### config.mk
export PLATFORM = sky130hd
export DESIGN_NAME = websocket_frame_deframer_unit
export DESIGN_NICKNAME = d
export VERILOG_FILES = /design/src/hw/rtl/wfd_pkg.sv /design/src/hw/rtl/wfd_input_reg.sv /design/src/hw/rtl/wfd_parser.sv /design/src/hw/rtl/wfd_output_reg.sv /design/src/hw/rtl/websocket_frame_deframer_unit.sv
export SDC_FILE = /design/constraint.sdc
export NUM_CORES = 1
export LEC_CHECK = 0
export BUFFER_PORTS_ARGS = -buffer_cell sky130_fd_sc_hd__buf_2
export CORE_ASPECT_RATIO = 0.9
export CORE_MARGIN = 1.5
export CORE_UTILIZATION = 50
export CTS_CLUSTER_DIAMETER = 50
export CTS_CLUSTER_SIZE = 40
export DETAILED_ROUTE_END_ITERATION = 8
export PLACE_DENSITY_LB_ADDON = 0.15
export SYNTH_ARGS = -nofsm -noshare
export SYNTH_HDL_FRONTEND = slang
export SYNTH_SLANG_ARGS = --single-unit
### constraint.sdc
create_clock -name clock -period 8.39 [get_ports clock]
set_clock_uncertainty 0.1 [all_clocks]
set_input_delay 1.678 -clock clock [delete_from_list [all_inputs] [get_ports clock]]
set_output_delay 1.678 -clock clock [all_outputs]
set_load 0.005 [all_outputs]
### src/hw/rtl/wfd_pkg.sv
// -----------------------------------------------------------------------------
// WebSocket frame deframer package
// Beat types for the byte and result channels, and status codes.
// -----------------------------------------------------------------------------
package wfd_pkg;

   // status codes reported with the last byte of a buffer
   localparam logic [1:0] STATUS_OK        = 2'd0;
   localparam logic [1:0] STATUS_UNMASKED  = 2'd1;
   localparam logic [1:0] STATUS_TRUNCATED = 2'd2;
   localparam logic [1:0] STATUS_LENGTH    = 2'd3;

   // one raw byte of the received buffer
   typedef struct packed {
      logic [7:0] in_byte;
      logic       end_of_buffer;
   } wfd_req_type;

   // one result beat: payload byte and/or frame status
   typedef struct packed {
      logic        has_data;
      logic [7:0]  out_byte;
      logic        frame_done;
      logic [1:0]  status;
      logic        fin_flag;
      logic [3:0]  frame_opcode;
      logic [62:0] payload_length;
   } wfd_rsp_type;

endpackage

### src/hw/rtl/wfd_input_reg.sv
// -----------------------------------------------------------------------------
// WebSocket frame deframer input register
// Holds one accepted byte beat until the parser consumes it.
// -----------------------------------------------------------------------------
module wfd_input_reg
   import wfd_pkg::*;
(
   input  logic        clock,
   input  logic        reset,
   input  logic        req_valid,
   output logic        req_stall,
   input  wfd_req_type req_payload,
   input  logic        pop,
   output logic        item_valid,
   output wfd_req_type item
);

   logic        valid_ff;
   logic        valid_in;
   logic        load;
   wfd_req_type data_ff;

   // stall only while a held beat is not moving on
   assign req_stall = valid_ff & ~pop;
   assign load      = req_valid & ~req_stall;
   assign valid_in  = load | (valid_ff & ~pop);

   always_ff @(posedge clock) begin
      if (reset) begin
         valid_ff <= 1'b0;
      end else begin
         valid_ff <= valid_in;
      end
   end

   // capture a new beat
   always_ff @(posedge clock) begin
      if (load) begin
         data_ff <= req_payload;
      end
   end

   assign item_valid = valid_ff;
   assign item       = data_ff;

endmodule

### src/hw/rtl/wfd_parser.sv
// -----------------------------------------------------------------------------
// WebSocket frame deframer parser
// Header state machine, mask key, payload unmasking and end-of-buffer status.
// -----------------------------------------------------------------------------
module wfd_parser
   import wfd_pkg::*;
(
   input  logic        clock,
   input  logic        reset,
   input  wfd_req_type item,
   input  logic        commit,
   output logic        emit,
   output wfd_rsp_type result
);

   localparam logic [2:0] PH_FIRST   = 3'd0;
   localparam logic [2:0] PH_SECOND  = 3'd1;
   localparam logic [2:0] PH_EXTLEN  = 3'd2;
   localparam logic [2:0] PH_KEY     = 3'd3;
   localparam logic [2:0] PH_PAYLOAD = 3'd4;
   localparam logic [2:0] PH_DISCARD = 3'd5;

   localparam logic [6:0] LEN_CODE_SHORT_MAX = 7'd125;
   localparam logic [6:0] LEN_CODE_EXT16     = 7'd126;
   localparam logic [3:0] EXT16_BYTES        = 4'd2;
   localparam logic [3:0] EXT64_BYTES        = 4'd8;

   logic [2:0]  phase_ff,    phase_in;
   logic        fin_ff,      fin_in;
   logic [3:0]  opcode_ff,   opcode_in;
   logic [3:0]  ext_left_ff, ext_left_in;
   logic [63:0] decl_ff,     decl_in;
   logic [31:0] key_ff,      key_in;
   logic [1:0]  key_idx_ff,  key_idx_in;
   logic [63:0] seen_ff,     seen_in;
   logic [1:0]  err_ff,      err_in;

   logic [7:0]  b;
   logic [6:0]  len_code;
   logic [3:0]  ext_dec;
   logic [7:0]  key_byte;
   logic        has;
   logic [7:0]  ob;
   logic [1:0]  st;

   assign b        = item.in_byte;
   assign len_code = b[6:0];
   assign ext_dec  = (ext_left_ff != 4'd0) ? ext_left_ff - 4'd1 : ext_left_ff;

   // pick the key byte for this payload position, first received key byte first
   always_comb begin
      unique case (key_idx_ff)
         2'd0:    key_byte = key_ff[31:24];
         2'd1:    key_byte = key_ff[23:16];
         2'd2:    key_byte = key_ff[15:8];
         default: key_byte = key_ff[7:0];
      endcase
   end

   // advance the header state for one byte
   always_comb begin
      phase_in    = phase_ff;
      fin_in      = fin_ff;
      opcode_in   = opcode_ff;
      ext_left_in = ext_left_ff;
      decl_in     = decl_ff;
      key_in      = key_ff;
      key_idx_in  = key_idx_ff;
      seen_in     = seen_ff;
      err_in      = err_ff;
      has         = 1'b0;
      ob          = 8'd0;
      unique case (phase_ff)
         PH_FIRST: begin
            fin_in    = b[7];
            opcode_in = b[3:0];
            phase_in  = PH_SECOND;
         end
         PH_SECOND: begin
            if (!b[7] && err_ff == STATUS_OK) begin
               err_in = STATUS_UNMASKED;
            end
            if (len_code <= LEN_CODE_SHORT_MAX) begin
               decl_in  = {57'd0, len_code};
               phase_in = (err_in == STATUS_UNMASKED) ? PH_DISCARD : PH_KEY;
            end else begin
               decl_in     = 64'd0;
               ext_left_in = (len_code == LEN_CODE_EXT16) ? EXT16_BYTES : EXT64_BYTES;
               phase_in    = PH_EXTLEN;
            end
         end
         PH_EXTLEN: begin
            decl_in     = {decl_ff[55:0], b};
            ext_left_in = ext_dec;
            if (ext_dec == 4'd0) begin
               phase_in = (err_ff == STATUS_UNMASKED) ? PH_DISCARD : PH_KEY;
            end
         end
         PH_KEY: begin
            key_in     = {key_ff[23:0], b};
            key_idx_in = key_idx_ff + 2'd1;
            if (key_idx_in == 2'd0) begin
               phase_in = PH_PAYLOAD;
            end
         end
         PH_PAYLOAD: begin
            ob         = b ^ key_byte;
            has        = 1'b1;
            key_idx_in = key_idx_ff + 2'd1;
            if (seen_ff != {64{1'b1}}) begin
               seen_in = seen_ff + 64'd1;
            end
         end
         default: begin
         end
      endcase
   end

   // first latched error wins, then truncation, then length check
   always_comb begin
      st = err_in;
      if (err_in == STATUS_OK) begin
         if (phase_in < PH_PAYLOAD) begin
            st = STATUS_TRUNCATED;
         end else if (phase_in == PH_PAYLOAD && seen_in != decl_in) begin
            st = STATUS_LENGTH;
         end
      end
   end

   // build the result beat
   always_comb begin
      result                = '0;
      result.has_data       = has;
      result.out_byte       = ob;
      if (item.end_of_buffer) begin
         result.frame_done     = 1'b1;
         result.status         = st;
         result.fin_flag       = fin_in;
         result.frame_opcode   = opcode_in;
         result.payload_length = decl_in[62:0];
      end
   end

   assign emit = has | item.end_of_buffer;

   // commit state; drop everything back to the first header byte at buffer end
   always_ff @(posedge clock) begin
      if (reset || (commit && item.end_of_buffer)) begin
         phase_ff    <= PH_FIRST;
         fin_ff      <= 1'b0;
         opcode_ff   <= 4'd0;
         ext_left_ff <= 4'd0;
         decl_ff     <= 64'd0;
         key_ff      <= 32'd0;
         key_idx_ff  <= 2'd0;
         seen_ff     <= 64'd0;
         err_ff      <= STATUS_OK;
      end else if (commit) begin
         phase_ff    <= phase_in;
         fin_ff      <= fin_in;
         opcode_ff   <= opcode_in;
         ext_left_ff <= ext_left_in;
         decl_ff     <= decl_in;
         key_ff      <= key_in;
         key_idx_ff  <= key_idx_in;
         seen_ff     <= seen_in;
         err_ff      <= err_in;
      end
   end

endmodule

### src/hw/rtl/wfd_output_reg.sv
// -----------------------------------------------------------------------------
// WebSocket frame deframer output register
// Holds one result beat until the consumer takes it.
// -----------------------------------------------------------------------------
module wfd_output_reg
   import wfd_pkg::*;
(
   input  logic        clock,
   input  logic        reset,
   input  logic        load,
   input  wfd_rsp_type result,
   output logic        free,
   output logic        rsp_valid,
   input  logic        rsp_stall,
   output wfd_rsp_type rsp_payload
);

   logic        valid_ff;
   logic        valid_in;
   wfd_rsp_type data_ff;

   // room when empty or when the held beat leaves this cycle
   assign free     = ~valid_ff | ~rsp_stall;
   assign valid_in = load | (valid_ff & rsp_stall);

   always_ff @(posedge clock) begin
      if (reset) begin
         valid_ff <= 1'b0;
      end else begin
         valid_ff <= valid_in;
      end
   end

   // capture a new result beat
   always_ff @(posedge clock) begin
      if (load) begin
         data_ff <= result;
      end
   end

   assign rsp_valid   = valid_ff;
   assign rsp_payload = data_ff;

endmodule

### src/hw/rtl/websocket_frame_deframer_unit.sv
// -----------------------------------------------------------------------------
// WebSocket frame deframer
// Parses one received buffer byte by byte and emits unmasked payload and status.
// -----------------------------------------------------------------------------
// The block takes one byte beat per cycle. Each accepted byte is held in the input
// register while one pass of header/unmask logic feeds the output register, which
// presents the result. Header bytes and bytes of an unmasked frame give no result
// beat; payload bytes give one beat with the unmasked byte, and the byte flagged
// as end of buffer gives one beat that also carries fin, opcode, declared length
// and status. The parser then starts over for the next buffer. Sustained rate is
// one byte per cycle, held back only while the output register waits on rsp_stall.
module websocket_frame_deframer_unit
   import wfd_pkg::*;
(
   input  logic        clock,
   input  logic        reset,
   input  logic        req_valid,
   output logic        req_stall,
   input  wfd_req_type req_payload,
   output logic        rsp_valid,
   input  logic        rsp_stall,
   output wfd_rsp_type rsp_payload
);

   logic        item_valid;
   wfd_req_type item;
   logic        emit;
   wfd_rsp_type result;
   logic        out_free;
   logic        advance;

   // move the held byte when its result has room, or when it has no result
   assign advance = item_valid & (out_free | ~emit);

   wfd_input_reg u_input (
      .clock       (clock),
      .reset       (reset),
      .req_valid   (req_valid),
      .req_stall   (req_stall),
      .req_payload (req_payload),
      .pop         (advance),
      .item_valid  (item_valid),
      .item        (item)
   );

   wfd_parser u_parser (
      .clock  (clock),
      .reset  (reset),
      .item   (item),
      .commit (advance),
      .emit   (emit),
      .result (result)
   );

   wfd_output_reg u_output (
      .clock       (clock),
      .reset       (reset),
      .load        (advance & emit),
      .result      (result),
      .free        (out_free),
      .rsp_valid   (rsp_valid),
      .rsp_stall   (rsp_stall),
      .rsp_payload (rsp_payload)
   );

endmodule
After elaboration in Yosys (flattened, before gate mapping):

Cells that the tools add are included.

* register bits after elaboration: 267
* logic and storage cells: 96
* output and inout bits: 82
* input port bits: 13

* equal/unequal tests: 13
* add/sub/neg operators: 3
* reductions and logical operators: 17
* $lt $le $gt $ge: 2
* mux-type cells: 25
* bitwise logic cells: 16

Operators with widths (count)
* two-way mux 64 bit: 2
* case mux 64 bit (2 select lines): 1
* two-way mux 71 bit: 1
* adder 64 x 1 -> 64 bit (second input constant): 1
* != test 64 bit: 1
* != test 64 bit (second input constant): 1
* case mux 8 bit (3 select lines): 1
* two-way mux 4 bit: 4
* two-way mux 3 bit: 5
* two-way mux 2 bit: 6
* case mux 3 bit (4 select lines): 1
* zero test 2 bit: 4
* case mux 4 bit (2 select lines): 1
* bitwise XOR 8 bit: 1
* equality test 7 bit (second input constant): 1
* less-or-equal comparator 7 bit (second input constant): 1
* two-way mux 7 bit: 1
* equality test 2 x 1 -> 1 bit (second input constant): 3
* equality test 3 x 2 -> 1 bit (second input constant): 2
* equality test 3 bit (second input constant): 2
* bitwise AND 1 bit: 5
* NOT 1 bit: 5
* bitwise OR 1 bit: 5
* zero test 4 bit: 1
* other kinds (16): 20

Logic depth before layout (Yosys ltp):

* depth in word-level cells: 14
* mapped depth: 14
* depth with buffers taken out: 11

By module:

A second synthesis with hierarchy kept.

* cell total of the unflattened synthesis: 1653
* area, all modules: 14455.1 µm²

By module, submodules not included
* wfd_parser: instances 1, area an instance 11681.2 µm², cells an instance 1553, seq. area each 3523.4 µm²
* wfd_output_reg: instances 1, area an instance 2434.8 µm², cells an instance 84, seq. area each 2422.3 µm²
* wfd_input_reg: instances 1, area an instance 320.3 µm², cells an instance 13, seq. area each 290.3 µm²
* websocket_frame_deframer_unit: instances 1, area an instance 18.8 µm², cells an instance 3, seq. area each 0.0 µm²

Worst setup path after synthesis:

Ideal clock, no wire load.

* kind: input to register
* start point: input port rsp_stall
* end point: register u_output.data_ff (netlist bit u_output.rsp_payload[0]), enable pin
* stages on the path: 6
* buffers on the path: 2
* setup time: 0.521 ns
* setup slack: 2.115 ns
* data required time: 7.769 ns
* data arrival time: 5.654 ns
* cell sequence: nand2_1 -> or2_2 -> nand2_1 -> clkbuf_1 -> buf_1 -> nor2_1

* longest elaborated chain between the ends: 5

RTL lines
* start: declaration: RTL line websocket_frame_deframer_unit.sv:21 `input logic rsp_stall,`
* NOT 1 bit: RTL line wfd_output_reg.sv:23 `assign free = ~valid_ff | ~rsp_stall;`
* bitwise OR 1 bit: RTL line wfd_output_reg.sv:23
* bitwise OR 1 bit: RTL line websocket_frame_deframer_unit.sv:33 `assign advance = item_valid & (out_free | ~emit);`
* bitwise AND 1 bit: RTL line websocket_frame_deframer_unit.sv:33
* bitwise AND 1 bit: RTL line websocket_frame_deframer_unit.sv:58 `.load (advance & emit),`
* via u_output.load: RTL line wfd_output_reg.sv:10 `input logic load,`
* end signal: assignment: RTL line wfd_output_reg.sv:37 `data_ff <= result;`
* end: declaration: RTL line wfd_output_reg.sv:20 `wfd_rsp_type data_ff;`

The timed path passes the listed nets, and every way through them passes these cells.
A chain may end at the register's enable or synchronous reset.

Worst setup path after layout:

* start point: register u_parser.seen_ff[0]
* end point: register u_output.data_ff (netlist bit u_output.rsp_payload[68]) (data pin)

* longest elaborated chain between the ends: 8
* elaborated cells between the ends (all ways): 9
* classes of those cells: 1 x add/sub; 2 x eq/ne; 5 x mux; 1 x reduce/logical

RTL lines
* start: declaration: RTL line wfd_parser.sv:35 `logic [63:0] seen_ff, seen_in;`
* start signal: assignment: RTL line wfd_parser.sv:167 `seen_ff <= seen_in;`
* adder 64 x 1 -> 64 bit / != test 64 bit (equally long branches): RTL line wfd_parser.sv:111, wfd_parser.sv:110
* two-way mux 64 bit: RTL line wfd_parser.sv:110 `if (seen_ff != {64{1'b1}}) begin`
* two-way mux 64 bit *: RTL line wfd_parser.sv:73 `unique case (phase_ff)`
* != test 64 bit *: RTL line wfd_parser.sv:125 `end else if (phase_in == PH_PAYLOAD && seen_in != decl_in) begin`
* logical AND 1 bit *: RTL line wfd_parser.sv:125
* two-way mux 2 bit *: RTL line wfd_parser.sv:125
* two-way mux 2 bit *: RTL line wfd_parser.sv:123 `if (phase_in < PH_PAYLOAD) begin`
* two-way mux 2 bit *: RTL line wfd_parser.sv:122 `if (err_in == STATUS_OK) begin`

Mark *: on every way between the ends. The rest lies on a longest branch, timed or not.

==> results.tsv <==
metric	value	unit
FF-to-FF setup slack	3.10	ns
Hold Slack	0.361	ns
Post-Synthesis Net Count	1684	
Detailed Route WL	49400	um
P_leak	5.34	nW
die span in y	164	um
Yosys reg bits	267	
Ys Warns	0	
drt wl/cell	23.9	um
number of global-route vias before repair	12000	
TNS Setup	0	ns
Clock Tree Root	clkbuf_16	
antenna violations before repair	0	
Setup crit start	u_parser.seen_ff[0]$_SDFFE_PP0P_	
clock latency on the worst-skew pair	0.57	ns
ys flop type	dfxtp_1	
gpl congestion	1.05	
Final ANT Viol Nets	0	
actual slew at the worst max-slew pin	1.26	ns
Max Cap Violations	0	
Design Power	2.86	mW
PwrDens	178	nW/um2
final setup vio count	0	
CTS H-tree depth	1	
core area	28200	um2
Peak VDD IR	0.172	mV
Seq/Total Area, Yosys	43.2	%
CP Launch Type	flip-flop	
Critical Path RT	8.60	ns
post-synth cell types	80	
row count	58	
Clock Sinks	267	
Final Hold Vio Count	0	
FF-to-FF path depth	11	
DP HPWL	35600	um
outcome	completed	
total CTS buffers	27	
post_cts resized	0	
Tcrit/Tclk final	63.1	%
worst reg2reg path startpoint	u_parser.seen_ff[0]$_SDFFE_PP0P_	
critical path type	flip-flop to flip-flop	
commonest cells after routing, fill and taps aside	196 x nor2_1, 178 x dfxtp_1, 174 x nand2_1, 95 x xnor2_1, 94 x buf_2	
Area contributors post-synth	dfxtp_1 25%, edfxtp_1 18%, xnor2_1 5.8%, nor2_1 5.1%, nand2_1 4.5%	
share of cells above drive strength 1	11.3	%
Pins Over Slew Limit	0	
register area	6240	um2
Cell Area, Synth	14400	um2
DRT iter0 DRCs	1486	
I/O pins	95	
All-Layer GR Usage	32.7	%
Slew HR	16.3	%
DRC violations left	0	
Hold-fix buffers, CTS	0	
DRT Pass-1 Iters	6	
total congestion overflow	0	
top-area cell type share of the netlist area	24.7	%
cell accounting for the most synthesized area	dfxtp_1	
global-route wire length before repair	74000	um
nets	1702	
CTS tree	built	
Post-CTS Setup Bufs	0	
Post-synth EDFFs	89	
vias per inst	6.31	
Max clock buf depth	3	
Worst setup endpoint	u_output.rsp_payload[68]$_SDFFCE_PN0P_	
die area	29900	um2
Crit. End Element	flip-flop	
IO buf count	94	
commonest non-fill, non-tap cell in the layout	nor2_1	
share of the core filled with cells	57.1	%
Die W	182	um
Post-Syn Area per Cell	8.68	um2
# fillers	2584	
Clk pin slew, worst setup/hold paths	0.08	ns
CP Data Arrival Time	5.50	ns
Max Clock Freq	189	MHz
Tmin final	5.29	ns
min-delay worst type	flip-flop to flip-flop	
total number of vias	13000	
initial core utilization	51.3	%
RSZ-0062 raised after global routing	false	
Max FO, Critical Path	16	
Post-Syn Instances	1665	
area occupied by multi-input gates	7650	um2
Antenna diodes	0	
R2R Path End	u_output.rsp_payload[68]$_SDFFCE_PN0P_	
Area growth, synth to finish	11.2	%
largest net degree at the start of global routing	97	
async set-reset flop share out of synthesis	0	%
[how the worst min path moves through the flow]
stage	from	slack, ns	cells past startpoint	end
2_1_floorplan	u_input.item[0]$_DFFE_PP_	0.32	0	u_output.rsp_payload[70]$_DFFE_PP_
3_3_place_gp	u_parser.key_ff[31]$_SDFFE_PP0P_	0.34	2	u_parser.key_ff[31]$_SDFFE_PP0P_
3_5_place_dp	u_parser.key_ff[27]$_SDFFE_PP0P_	0.35	2	u_parser.key_ff[27]$_SDFFE_PP0P_
4_1_cts	u_parser.key_ff[27]$_SDFFE_PP0P_	0.36	2	u_parser.key_ff[27]$_SDFFE_PP0P_
5_1_grt	u_parser.key_ff[24]$_SDFFE_PP0P_	0.38	2	u_parser.key_ff[24]$_SDFFE_PP0P_
6_report	u_parser.key_ff[30]$_SDFFE_PP0P_	0.36	2	u_parser.key_ff[30]$_SDFFE_PP0P_
[per-layer routing]
layer / GRT usage, % / part of all wire (%) / wire (um)
met5: 0 / 0 / 0
met2: 51.6 / 45 / 22000
met3: 4.30 / 7.6 / 3760
met4: 14.9 / 4.9 / 2430
met1: 45.1 / 43 / 21200
[power by group]
group / internal, mW / switching, mW / total [mW] / leakage (nW)
sequential: 1.35 / 0.0173 / 1.37 / 2.28
clock: 0.715 / 0.618 / 1.33 / 0.485
combinational: 0.0467 / 0.108 / 0.154 / 2.57
[cell usage after synthesis (7+ instances only)]
cell type,n
nor3_1,35
buf_2,13
inv_1,23
nor2b_1,65
a22oi_1,61
a22o_1,28
a221oi_1,13
nand2_1,174
xnor2_1,95
nor2_1,198
dfxtp_1,178
and4_1,11
a222oi_1,9
nor4_1,32
a21oi_1,91
clkbuf_1,97
nand3_1,40
or2_2,9
edfxtp_1,89
or4_1,8
or3_1,22
nand2b_1,7
and3_1,14
and2_1,42
o21ai_0,49
a31oi_1,10
a32o_1,8
a211oi_1,20
mux2i_1,12
xor2_1,59
nand4_1,45
nor3b_1,12
buf_1,13
[cell families (layout without fill, tap and decap cells)]
| logic type | Yosys count | in the layout | share of synthesized area (%) |
|---|---|---|---|
| multiplexers | 13 | 13 | 0.909 |
| flip-flops | 267 | 267 | 43.2 |
| buffers and inverters | 151 | 189 | 4.10 |
| XOR/XNOR | 155 | 155 | 9.49 |
| adder cells (fa/ha/maj) | 6 | 6 | 0.520 |
| AO/OA/AOI/OAI | 336 | 336 | 15.8 |
| AND/OR/NAND/NOR | 737 | 737 | 26.0 |
[worst max-delay path, stage by stage (launching register included)]
cell     delay (ns)
dfxtp_1        0.46
ha_1           0.25
nand3_1        0.40
nor4_1         0.62
and3_1         0.74
and2_1         0.54
nor4_1         0.13
mux2i_1        0.16
or4_1          0.46
or4_1          0.53
nor4_2         0.49
o31ai_1        0.14
[flip-flops by register name, summed over array words and instances, names as in the netlist]
| signal | count |
|---|---|
| u_input.item | 9 |
| u_input.item_valid | 1 |
| u_output.rsp_payload | 80 |
| u_output.rsp_valid | 1 |
| u_parser.decl_ff | 64 |
| u_parser.err_ff | 2 |
| u_parser.ext_left_ff | 4 |
| u_parser.fin_ff | 1 |
| u_parser.key_ff | 32 |
| u_parser.key_idx_ff | 2 |
| u_parser.opcode_ff | 4 |
| u_parser.phase_ff | 3 |
| u_parser.seen_ff | 64 |
[through the flow]
step | instances | setup WS, ns | instance area [um2]
detailed placement | 2014 | 3.21 | 15100
floorplan | 1665 | 2.12 | 14400
CTS | 2063 | 3.21 | 16100
global route | 2063 | 2.91 | 16100
global placement | 2014 | 3.34 | 15100
finish | 2063 | 3.10 | 16100
[layout make-up]
type | count | area share, %
Timing Repair Buffer | 115 | 3.91
Clock buffer | 28 | 4.36
Inverter | 25 | 0.584
Tap cell | 360 | 2.80
Multi-Input combinational cell | 1247 | 47.6
Sequential cell | 267 | 38.8
Clock inverter | 21 | 1.92
Note: power is estimated with default switching activity, not from simulation.
